===== config.mk =====
export PLATFORM = sky130hd
export DESIGN_NAME = kruskal_spanning_tree_core
export DESIGN_NICKNAME = d
export VERILOG_FILES = /design/src/hdl/kst_pkg.sv /design/src/hdl/kst_ram.sv /design/src/hdl/kst_datapath.sv /design/src/hdl/kst_ctrl.sv /design/src/hdl/kruskal_spanning_tree_core.sv
export SDC_FILE = /design/constraint.sdc
export NUM_CORES = 2
export LEC_CHECK = 0
export BUFFER_PORTS_ARGS = -buffer_cell sky130_fd_sc_hd__buf_2
export CORE_MARGIN = 2
export CORE_UTILIZATION = 50
export CTS_CLUSTER_DIAMETER = 60
export CTS_CLUSTER_SIZE = 8
export DETAILED_ROUTE_END_ITERATION = 10
export GPL_ROUTABILITY_DRIVEN = 0
export GPL_TIMING_DRIVEN = 1
export PLACE_DENSITY = 0.72
export SETUP_SLACK_MARGIN = 0.1
export SYNTH_ARGS = -nofsm -noshare
export SYNTH_HDL_FRONTEND = slang
export SYNTH_HIERARCHICAL = 1
export SYNTH_SLANG_ARGS = --single-unit

===== constraint.sdc =====
create_clock -name clk -period 14 [get_ports clk]
set_clock_uncertainty 0.2 [all_clocks]
set_input_delay 0.7 -clock clk [delete_from_list [all_inputs] [get_ports clk]]
set_output_delay 0.7 -clock clk [all_outputs]
set_load 0.02 [all_outputs]

===== src/hdl/kst_pkg.sv =====
package kst_pkg;

    localparam int VERTEX_CAPACITY = 64;
    localparam int EDGE_CAPACITY   = 64;
    localparam int WEIGHT_BITS     = 16;

    localparam int VW  = 6;
    localparam int VCW = 7;
    localparam int EAW = $clog2(EDGE_CAPACITY);
    localparam int ECW = $clog2(EDGE_CAPACITY + 1);
    localparam int PAW = $clog2(VERTEX_CAPACITY);
    localparam int TCW = $clog2(VERTEX_CAPACITY);
    localparam int EDW = 2 * VW + WEIGHT_BITS;

    localparam logic [VCW-1:0] VC_RESET = VCW'(VERTEX_CAPACITY);

    typedef enum logic [3:0] {
        OP_NONE,
        OP_INIT,
        OP_PASS_START,
        OP_SCAN,
        OP_FIND_SRC,
        OP_FIND_DST,
        OP_FIND_STEP,
        OP_JOIN,
        OP_FINAL
    } op_t;

    typedef struct packed {
        op_t op;
    } cmd_t;

    typedef struct packed {
        logic init_last;
        logic scan_done;
        logic found;
        logic hit;
        logic same_root;
        logic tree_full;
        logic out_free;
        logic trivial;
        logic pend_valid;
    } sts_t;

endpackage


===== src/hdl/kst_ram.sv =====
module kst_ram #(
    parameter int WIDTH = 8,
    parameter int DEPTH = 64
) (
    input  logic                     clk,
    input  logic                     wr_en,
    input  logic [$clog2(DEPTH)-1:0] wr_addr,
    input  logic [WIDTH-1:0]         wr_data,
    input  logic [$clog2(DEPTH)-1:0] rd_addr,
    output logic [WIDTH-1:0]         rd_data
);

    logic [WIDTH-1:0] mem [DEPTH];

    always_ff @(posedge clk)
    begin
        if (wr_en)
        begin
            mem[wr_addr] <= wr_data;
        end
        rd_data <= mem[rd_addr];
    end

endmodule


===== src/hdl/kst_datapath.sv =====
module kst_datapath
    import kst_pkg::*;
(
    input  logic                          clk,
    input  logic                          rst_n,
    input  cmd_t                          cmd,
    output sts_t                          sts,
    input  logic                          in_fire,
    input  logic [VW-1:0]                 edge_src,
    input  logic [VW-1:0]                 edge_dest,
    input  logic signed [WEIGHT_BITS-1:0] edge_weight,
    input  logic                          cfg_fire,
    input  logic [VCW-1:0]                cfg_data,
    input  logic                          out_ready,
    output logic                          out_valid,
    output logic [VW-1:0]                 tree_src,
    output logic [VW-1:0]                 tree_dest,
    output logic signed [WEIGHT_BITS-1:0] tree_weight,
    output logic                          last_of_tree,
    output logic                          no_edge,
    output logic                          edges_dropped
);

    logic [VCW-1:0] vc_reg;
    logic [VCW-1:0] nv;
    logic [ECW-1:0] fill_reg;
    logic           ovf_reg;
    logic [ECW-1:0] idx_reg;
    logic           rd_pend_reg;
    logic [EAW-1:0] rd_idx_reg;
    logic           have_prev_reg;
    logic           found_reg;
    logic           pend_valid_reg;
    logic [TCW-1:0] taken_reg;
    logic           out_valid_reg;

    logic signed [WEIGHT_BITS-1:0] prev_w_reg, best_w_reg, pend_w_reg;
    logic [EAW-1:0]                prev_i_reg, best_i_reg;
    logic [VW-1:0]                 best_src_reg, best_dest_reg;
    logic [VW-1:0]                 pend_src_reg, pend_dest_reg;
    logic [VW-1:0]                 node_reg, root_src_reg;

    logic [EDW-1:0]                e_rd;
    logic [VW-1:0]                 e_src, e_dest;
    logic signed [WEIGHT_BITS-1:0] e_w;
    logic                          ep_ok, e_wr, gt_prev, lt_best, take;

    logic           p_wr;
    logic [PAW-1:0] p_wr_addr, p_rd_addr;
    logic [VW-1:0]  p_wr_data, p_rd;
    logic           out_free;
    logic           out_load;

    assign nv = (vc_reg == '0) ? VCW'(1)
              : (vc_reg > VC_RESET) ? VC_RESET : vc_reg;

    assign ep_ok = (VCW'(edge_src) < nv) && (VCW'(edge_dest) < nv);
    assign e_wr  = in_fire && ep_ok && (fill_reg < ECW'(EDGE_CAPACITY));

    kst_ram #(.WIDTH(EDW), .DEPTH(EDGE_CAPACITY)) u_edge_ram (
        .clk     (clk),
        .wr_en   (e_wr),
        .wr_addr (fill_reg[EAW-1:0]),
        .wr_data ({edge_src, edge_dest, edge_weight}),
        .rd_addr (idx_reg[EAW-1:0]),
        .rd_data (e_rd)
    );

    assign e_src  = e_rd[EDW-1 -: VW];
    assign e_dest = e_rd[WEIGHT_BITS +: VW];
    assign e_w    = $signed(e_rd[WEIGHT_BITS-1:0]);

    assign gt_prev = !have_prev_reg || (e_w > prev_w_reg)
                   || ((e_w == prev_w_reg) && (rd_idx_reg > prev_i_reg));
    assign lt_best = !found_reg || (e_w < best_w_reg);
    assign take    = rd_pend_reg && gt_prev && lt_best;

    always_comb
    begin
        p_wr      = 1'b0;
        p_wr_addr = idx_reg[PAW-1:0];
        p_wr_data = VW'(idx_reg);
        p_rd_addr = node_reg;
        case (cmd.op)
            OP_INIT:
            begin
                p_wr = 1'b1;
            end
            OP_JOIN:
            begin
                p_wr      = 1'b1;
                p_wr_addr = root_src_reg;
                p_wr_data = node_reg;
            end
            OP_FIND_SRC:  p_rd_addr = best_src_reg;
            OP_FIND_DST:  p_rd_addr = best_dest_reg;
            OP_FIND_STEP: p_rd_addr = p_rd;
            default:      p_rd_addr = node_reg;
        endcase
    end

    kst_ram #(.WIDTH(VW), .DEPTH(VERTEX_CAPACITY)) u_parent_ram (
        .clk     (clk),
        .wr_en   (p_wr),
        .wr_addr (p_wr_addr),
        .wr_data (p_wr_data),
        .rd_addr (p_rd_addr),
        .rd_data (p_rd)
    );

    assign out_free = !out_valid_reg || out_ready;
    assign out_load = ((cmd.op == OP_JOIN) && pend_valid_reg) || (cmd.op == OP_FINAL);

    always_ff @(posedge clk or negedge rst_n)
    begin
        if (!rst_n)
        begin
            vc_reg         <= VC_RESET;
            fill_reg       <= '0;
            ovf_reg        <= 1'b0;
            idx_reg        <= '0;
            rd_pend_reg    <= 1'b0;
            have_prev_reg  <= 1'b0;
            found_reg      <= 1'b0;
            pend_valid_reg <= 1'b0;
            taken_reg      <= '0;
            out_valid_reg  <= 1'b0;
        end
        else
        begin
            if (cfg_fire)
            begin
                vc_reg <= cfg_data;
            end
            if (in_fire)
            begin
                idx_reg       <= '0;
                have_prev_reg <= 1'b0;
                if (e_wr)
                begin
                    fill_reg <= fill_reg + ECW'(1);
                end
                else if (ep_ok)
                begin
                    ovf_reg <= 1'b1;
                end
            end
            if (out_load)
            begin
                out_valid_reg <= 1'b1;
            end
            else if (out_ready)
            begin
                out_valid_reg <= 1'b0;
            end
            rd_pend_reg <= (cmd.op == OP_SCAN) && (idx_reg < fill_reg);
            if (take)
            begin
                found_reg <= 1'b1;
            end
            case (cmd.op)
                OP_INIT:
                begin
                    idx_reg <= idx_reg + ECW'(1);
                end
                OP_PASS_START:
                begin
                    idx_reg   <= '0;
                    found_reg <= 1'b0;
                end
                OP_SCAN:
                begin
                    if (idx_reg < fill_reg)
                    begin
                        idx_reg <= idx_reg + ECW'(1);
                    end
                end
                OP_FIND_SRC:
                begin
                    have_prev_reg <= 1'b1;
                end
                OP_JOIN:
                begin
                    taken_reg      <= taken_reg + TCW'(1);
                    pend_valid_reg <= 1'b1;
                end
                OP_FINAL:
                begin
                    pend_valid_reg <= 1'b0;
                    taken_reg      <= '0;
                    fill_reg       <= '0;
                    ovf_reg        <= 1'b0;
                end
                default:
                begin
                end
            endcase
        end
    end

    always_ff @(posedge clk)
    begin
        rd_idx_reg <= idx_reg[EAW-1:0];
        if (take)
        begin
            best_w_reg    <= e_w;
            best_i_reg    <= rd_idx_reg;
            best_src_reg  <= e_src;
            best_dest_reg <= e_dest;
        end
        case (cmd.op)
            OP_FIND_SRC:
            begin
                prev_w_reg <= best_w_reg;
                prev_i_reg <= best_i_reg;
                node_reg   <= best_src_reg;
            end
            OP_FIND_DST:
            begin
                root_src_reg <= node_reg;
                node_reg     <= best_dest_reg;
            end
            OP_FIND_STEP:
            begin
                node_reg <= p_rd;
            end
            OP_JOIN:
            begin
                pend_src_reg  <= best_src_reg;
                pend_dest_reg <= best_dest_reg;
                pend_w_reg    <= best_w_reg;
                if (pend_valid_reg)
                begin
                    tree_src      <= pend_src_reg;
                    tree_dest     <= pend_dest_reg;
                    tree_weight   <= pend_w_reg;
                    last_of_tree  <= 1'b0;
                    no_edge       <= 1'b0;
                    edges_dropped <= ovf_reg;
                end
            end
            OP_FINAL:
            begin
                tree_src      <= pend_valid_reg ? pend_src_reg : '0;
                tree_dest     <= pend_valid_reg ? pend_dest_reg : '0;
                tree_weight   <= pend_valid_reg ? pend_w_reg : '0;
                last_of_tree  <= 1'b1;
                no_edge       <= !pend_valid_reg;
                edges_dropped <= ovf_reg;
            end
            default:
            begin
            end
        endcase
    end

    assign out_valid = out_valid_reg;

    assign sts.init_last  = (idx_reg[PAW-1:0] == PAW'(VERTEX_CAPACITY - 1));
    assign sts.scan_done  = (idx_reg >= fill_reg) && !rd_pend_reg;
    assign sts.found      = found_reg;
    assign sts.hit        = (p_rd == node_reg);
    assign sts.same_root  = (node_reg == root_src_reg);
    assign sts.tree_full  = (VCW'(taken_reg) + VCW'(1)) == (nv - VCW'(1));
    assign sts.out_free   = out_free;
    assign sts.trivial    = (nv <= VCW'(1));
    assign sts.pend_valid = pend_valid_reg;

endmodule


===== src/hdl/kst_ctrl.sv =====
module kst_ctrl
    import kst_pkg::*;
(
    input  logic clk,
    input  logic rst_n,
    input  logic in_valid,
    input  logic last_edge,
    output logic in_ready,
    input  sts_t sts,
    output cmd_t cmd
);

    typedef enum logic [3:0] {
        ST_LOAD,
        ST_INIT,
        ST_PASS,
        ST_SCAN,
        ST_FSRC,
        ST_FSW,
        ST_FDST,
        ST_FDW,
        ST_JOIN,
        ST_FINAL
    } state_t;

    state_t state_reg, state_next;
    logic   in_ready_reg;
    logic   in_fire;

    assign in_fire  = in_valid && in_ready_reg;
    assign in_ready = in_ready_reg;

    always_comb
    begin
        state_next = state_reg;
        cmd.op     = OP_NONE;
        unique case (state_reg)
            ST_LOAD:
            begin
                if (in_fire && last_edge)
                begin
                    state_next = sts.trivial ? ST_FINAL : ST_INIT;
                end
            end
            ST_INIT:
            begin
                cmd.op = OP_INIT;
                if (sts.init_last)
                begin
                    state_next = ST_PASS;
                end
            end
            ST_PASS:
            begin
                cmd.op     = OP_PASS_START;
                state_next = ST_SCAN;
            end
            ST_SCAN:
            begin
                cmd.op = OP_SCAN;
                if (sts.scan_done)
                begin
                    state_next = sts.found ? ST_FSRC : ST_FINAL;
                end
            end
            ST_FSRC:
            begin
                cmd.op     = OP_FIND_SRC;
                state_next = ST_FSW;
            end
            ST_FSW:
            begin
                cmd.op = OP_FIND_STEP;
                if (sts.hit)
                begin
                    state_next = ST_FDST;
                end
            end
            ST_FDST:
            begin
                cmd.op     = OP_FIND_DST;
                state_next = ST_FDW;
            end
            ST_FDW:
            begin
                cmd.op = OP_FIND_STEP;
                if (sts.hit)
                begin
                    state_next = sts.same_root ? ST_PASS : ST_JOIN;
                end
            end
            ST_JOIN:
            begin
                if (!sts.pend_valid || sts.out_free)
                begin
                    cmd.op     = OP_JOIN;
                    state_next = sts.tree_full ? ST_FINAL : ST_PASS;
                end
            end
            ST_FINAL:
            begin
                if (sts.out_free)
                begin
                    cmd.op     = OP_FINAL;
                    state_next = ST_LOAD;
                end
            end
            default:
            begin
                state_next = ST_LOAD;
            end
        endcase
    end

    always_ff @(posedge clk or negedge rst_n)
    begin
        if (!rst_n)
        begin
            state_reg    <= ST_LOAD;
            in_ready_reg <= 1'b1;
        end
        else
        begin
            state_reg    <= state_next;
            in_ready_reg <= (state_next == ST_LOAD);
        end
    end

endmodule


===== src/hdl/kruskal_spanning_tree_core.sv =====
// Minimum spanning tree engine (Kruskal, union-find).
// Input channel (in_valid/in_ready): one edge word per cycle while loading:
// edge_src, edge_dest, signed edge_weight. The word with last_edge set is
// stored and starts the run; in_ready stays low until the run has finished.
// Edges with an endpoint at or above vertex_count are ignored; edges beyond
// the 64-entry store are dropped and flagged on every result of that run.
// Config channel (cfg_valid/cfg_ready, cfg_data): vertex_count, written idle.
// Output channel (out_valid/out_ready): tree edges in acceptance order,
// last_of_tree on the final one; a run with no tree edge gives one word with
// no_edge set.
// Run after the last edge: parent init of all 64 vertices, then for each edge
// in weight order one scan of the edge store, a parent walk from each
// endpoint to its root and, unless both endpoints share a root, a join;
// then one final step. Run time is bound by the single edge store read port.
// Reset empties the store and sets vertex_count to 64. A stalled receiver
// holds the run at its next result; one result waits in the output register.
module kruskal_spanning_tree_core
    import kst_pkg::*;
(
    input  logic                          clk,
    input  logic                          rst_n,
    input  logic                          in_valid,
    output logic                          in_ready,
    input  logic [VW-1:0]                 edge_src,
    input  logic [VW-1:0]                 edge_dest,
    input  logic signed [WEIGHT_BITS-1:0] edge_weight,
    input  logic                          last_edge,
    input  logic                          cfg_valid,
    output logic                          cfg_ready,
    input  logic [VCW-1:0]                cfg_data,
    output logic                          out_valid,
    input  logic                          out_ready,
    output logic [VW-1:0]                 tree_src,
    output logic [VW-1:0]                 tree_dest,
    output logic signed [WEIGHT_BITS-1:0] tree_weight,
    output logic                          last_of_tree,
    output logic                          no_edge,
    output logic                          edges_dropped
);

    cmd_t cmd;
    sts_t sts;

    assign cfg_ready = 1'b1;

    kst_ctrl u_ctrl (
        .clk       (clk),
        .rst_n     (rst_n),
        .in_valid  (in_valid),
        .last_edge (last_edge),
        .in_ready  (in_ready),
        .sts       (sts),
        .cmd       (cmd)
    );

    kst_datapath u_dp (
        .clk           (clk),
        .rst_n         (rst_n),
        .cmd           (cmd),
        .sts           (sts),
        .in_fire       (in_valid && in_ready),
        .edge_src      (edge_src),
        .edge_dest     (edge_dest),
        .edge_weight   (edge_weight),
        .cfg_fire      (cfg_valid && cfg_ready),
        .cfg_data      (cfg_data),
        .out_ready     (out_ready),
        .out_valid     (out_valid),
        .tree_src      (tree_src),
        .tree_dest     (tree_dest),
        .tree_weight   (tree_weight),
        .last_of_tree  (last_of_tree),
        .no_edge       (no_edge),
        .edges_dropped (edges_dropped)
    );

endmodule


==> metrics.md <==
| Metric | Value |
|---|---|
| GR Overflow Total | 0 |
| Final Max Tran Viols | 0 |
| Cts bufs inserted | 350 |
| Crit path DAT | 6.18 ns |
| P_leak | 0.03381 uW |
| Post-route clock period utilization | 39.69% |
| Initial antenna violation count | 11 |
| Largest Register | u_dp/u_edge_ram/mem |
| Final Non-Filler Cells | between 7000 and 8000 |
| Netlist cell types | between 80 and 90 |
| Max-cap violation count | 0 |
| Vias | 46783 |
| Post-synth net total | 4636 |
| Worst setup path end | u_dp/u_parent_ram/rd_data[1]$_DFF_P_ |
| Yosys top cell by area | edfxtp_1 |
| Placed cell area | slightly below 0.1 sq mm |
| Max FFs per register | roughly 1800 |
| HP Class | input pin to flip-flop |
| Worst slew pin tran | 1.329 ns |
| Post-route ant nets | 0 |
| Syn avg cell area | 20.46 sq um |
| Core box area | about 0.19 sq mm |
| Seq/Total Area, Yosys | 76.33% |
| Critical Path Start Type | flip-flop |
| Synth warnings | 6 |
| All-Layer GR Usage | 23.59% |
| Antenna cells | 0 |
| H-tree depth | 5 |
| Crit end category | flip-flop |
| 1st-iter DRT viols | 6398 |
| Slew margin rel. | between 10% and 20% |
| Fmax | 180.0 MHz |
| Maximum VDD drop | 0.1757 mV |
| CP Cell Sequence | nor4b_2, nand2b_1, o21ai_0, nor2b_1, o22ai_1, a21oi_4, buf_4, buf_4, mux4_1, mux2_2, o21ai_1, a21oi_1, o22a_1 |
| Final hold violations | 0 |
| Initial Util | 50.17% |
| Final min period | 5.556 ns |
| Post-synth ARST share | around 1.6% |
| Drt wl/cell | roughly 30 microns |
| Crit-path most repeated cell | buf_4 |
| Synth Register Bits | 2381 |
| Row count | 158 |
| Crit Path Max Fanout | just over 50 |
| Share of layout cells above drive strength 1 | 25.32% |
| Vias in the first global route | 46819 |
| First-pass GRT wire length | 326300 microns |
| DRC errors left | 0 |
| Pwr/cell area | 207.9 mW/mm^2 |
| CP required | 14.62 ns |
| Max incr delay on CP | 0.85 ns |
| Unrepaired setup endpoints after global routing | false |
| CP max-delay cell | buf_4 |
| Largest net degree at the start of global routing | 150 |
| Total iterations of the first detailed-routing run | 8 |
| CTS clk-pin slew, worst paths | 0.05 ns |
| DP Cell Count | 6941 |
| Status | finished clean |
| Syn Std Cell Area | 0.09283 sq mm |
| Setup CP Type | flip-flop to flip-flop |
| CTS max path bufs | 4 |
| Fin area | 0.1058 sq mm |
| Nets | 4932 |
| Top cells by area, synth | edfxtp_1, mux4_2, mux2_2 |
| Die W | ~430 microns |
| Via/cell ratio | ~6.3 |
| Total Wirelength | ~220000 microns |
| CP startpoint | u_ctrl/state_reg[0]$_DFF_PN0_ |
| Yosys top cell area share | between 70% and 80% |
| R2r setup slk | 8.44 ns |
| R2R Path End | u_dp/u_parent_ram/rd_data[1]$_DFF_P_ |
| Post-DP HPWL | 126300 microns |
| Post-Syn Instances | 4536 |
| # IOs | 75 |
| Number of flops mapped to enable cells by yosys | 2297 |
| CTS root buf | clkbuf_16 |
| CTS tree | done |
| Buffers on Ports | 73 |
| Clock sinks | 2381 |
| Die Y | roughly 430 microns |
| Most frequent cells in the layout | edfxtp_1, mux4_2, clkbuf_16 |
| Most used DFF post-synth | edfxtp_1 |
| Setup tns final | 0 ns |
| FF-to-FF path depth | 13 |
| Setup Viol. Count Final | 0 |
| Die area | roughly 0.19 sq mm |
| Most common cell after layout, fill and taps aside | edfxtp_1 |
| Top Registers | u_dp/u_edge_ram/mem x1792, u_dp/u_parent_ram/mem x384, u_dp/u_edge_ram/rd_data x28 |
| Worst-Skew Late Latency | 0.94 ns |
| Area Growth Syn to Fin | 14.01% |
| Worst r2r src | u_ctrl/state_reg[0]$_DFF_PN0_ |
[cell families (layout without fill, tap and decap cells)]
group                      count (synthesis)  count (layout)  synth area share (%)
DFF                                     2381            2381                 76.33
other                                      1               1              0.004040
AOI/OAI and AO/OA                        484             484                 3.633
xor gates and xnor gates                  24              24                0.2264
and+or+nand+nor                          553             553                 3.038
buffers and inverters                    304             704                 1.682
muxes                                    730             730                 14.29
adders and majority gates                 59              59                0.7953
[report_power, final]
part / internal, uW / total [uW] / switching (uW)
combinational: 2460 / 6170 / 3700
sequential: 8270 / 8500 / 232
clock: 4550 / 7330 / 2790
[area by class of cell]
| type | count | area, sq um |
|---|---|---|
| Inverter | 63 | 236.5 |
| Sequential cell | 2381 | 70860 |
| Multi-Input combinational cell | 1851 | 20970 |
| Clock inverter | 13 | 160.2 |
| Timing Repair Buffer | 185 | 1291 |
| Tap cell | 2480 | 3103 |
| Fill cell | 13159 | 79200 |
| Clock buffer | 443 | 9214 |
[worst min path at each step]
| stage | start | end | slack (ns) | cells past startpoint |
|---|---|---|---|---|
| floorplan | u_dp/u_edge_ram/rd_data[16]$_DFF_P_ | u_dp/best_dest_reg[0]$_DFFE_PP_ | 0.19 | 0 |
| finish | out_ready | u_dp/out_valid$_DFFE_PN0P_ | 0.09 | 3 |
| detailed placement | u_dp/u_edge_ram/rd_data[24]$_DFF_P_ | u_dp/best_src_reg[2]$_DFFE_PP_ | 0.19 | 0 |
| global route | out_ready | u_dp/out_valid$_DFFE_PN0P_ | 0.09 | 3 |
| CTS | out_ready | u_dp/out_valid$_DFFE_PN0P_ | 0.02 | 3 |
| global placement | u_dp/u_edge_ram/rd_data[19]$_DFF_P_ | u_dp/best_dest_reg[3]$_DFFE_PP_ | 0.19 | 0 |
[cells in the mapped netlist (all sizes together), types with 11 or more instances]
library cell,n
a211oi,26
a21o,24
a21oi,57
a22o,18
a22oi,36
a31o,11
buf,143
clkbuf,98
dfrtp,36
dfxtp,46
edfxtp,2297
ha,59
inv,63
mux2,137
mux2i,132
mux4,461
nand2,85
nand2b,25
nand3,31
nand3b,13
nand4,21
nor2,184
nor2b,67
nor3,51
nor4,12
o211ai,20
o21ai,66
o221ai,20
o22a,28
o22ai,125
o311ai,17
or3,15
xnor2,14
[layer usage]
layer / part of all wire (%) / up-vias / track usage [%]
li1: - / 19284 / -
met1: 39 / 24424 / 33.46
met3: 10 / 450 / 5.525
met2: 46 / 2625 / 35.79
met5: 0 / - / 0
met4: 3.9 / 0 / 9.123
[timing repair]
action,in CTS,in global routing
resized for setup,0,0
hold buffers,19,0
hold endpoints to repair,50,0
setup buffers,0,0
[stage by stage]
| stage | hold slack [ns] | util (%) | setup WS, ns | power (uW) |
|---|---|---|---|---|
| 5_1_grt | 0.09170 | 57.20 | 7.990 | 22690 |
| 3_3_place_gp | 0.1879 | 52.03 | 8.087 | 14650 |
| 6_report | 0.08596 | 57.20 | 8.444 | 22010 |
| 3_5_place_dp | 0.1906 | 52.03 | 7.927 | 14700 |
| 4_1_cts | 0.01766 | 57.20 | 8.391 | 22050 |
| 2_1_floorplan | 0.1855 | - | 8.928 | 12720 |
[worst max-delay path, delay by kind of cell, from the launching register on]
family / cells / cell delay, ns
buffers and inverters: 2 / 1.62
and+or+nand+nor: 3 / 1.14
AOI/OAI and AO/OA: 6 / 1.03
muxes: 2 / 0.96
DFF: 1 / 0.53
(Power assumes the default switching activity.)
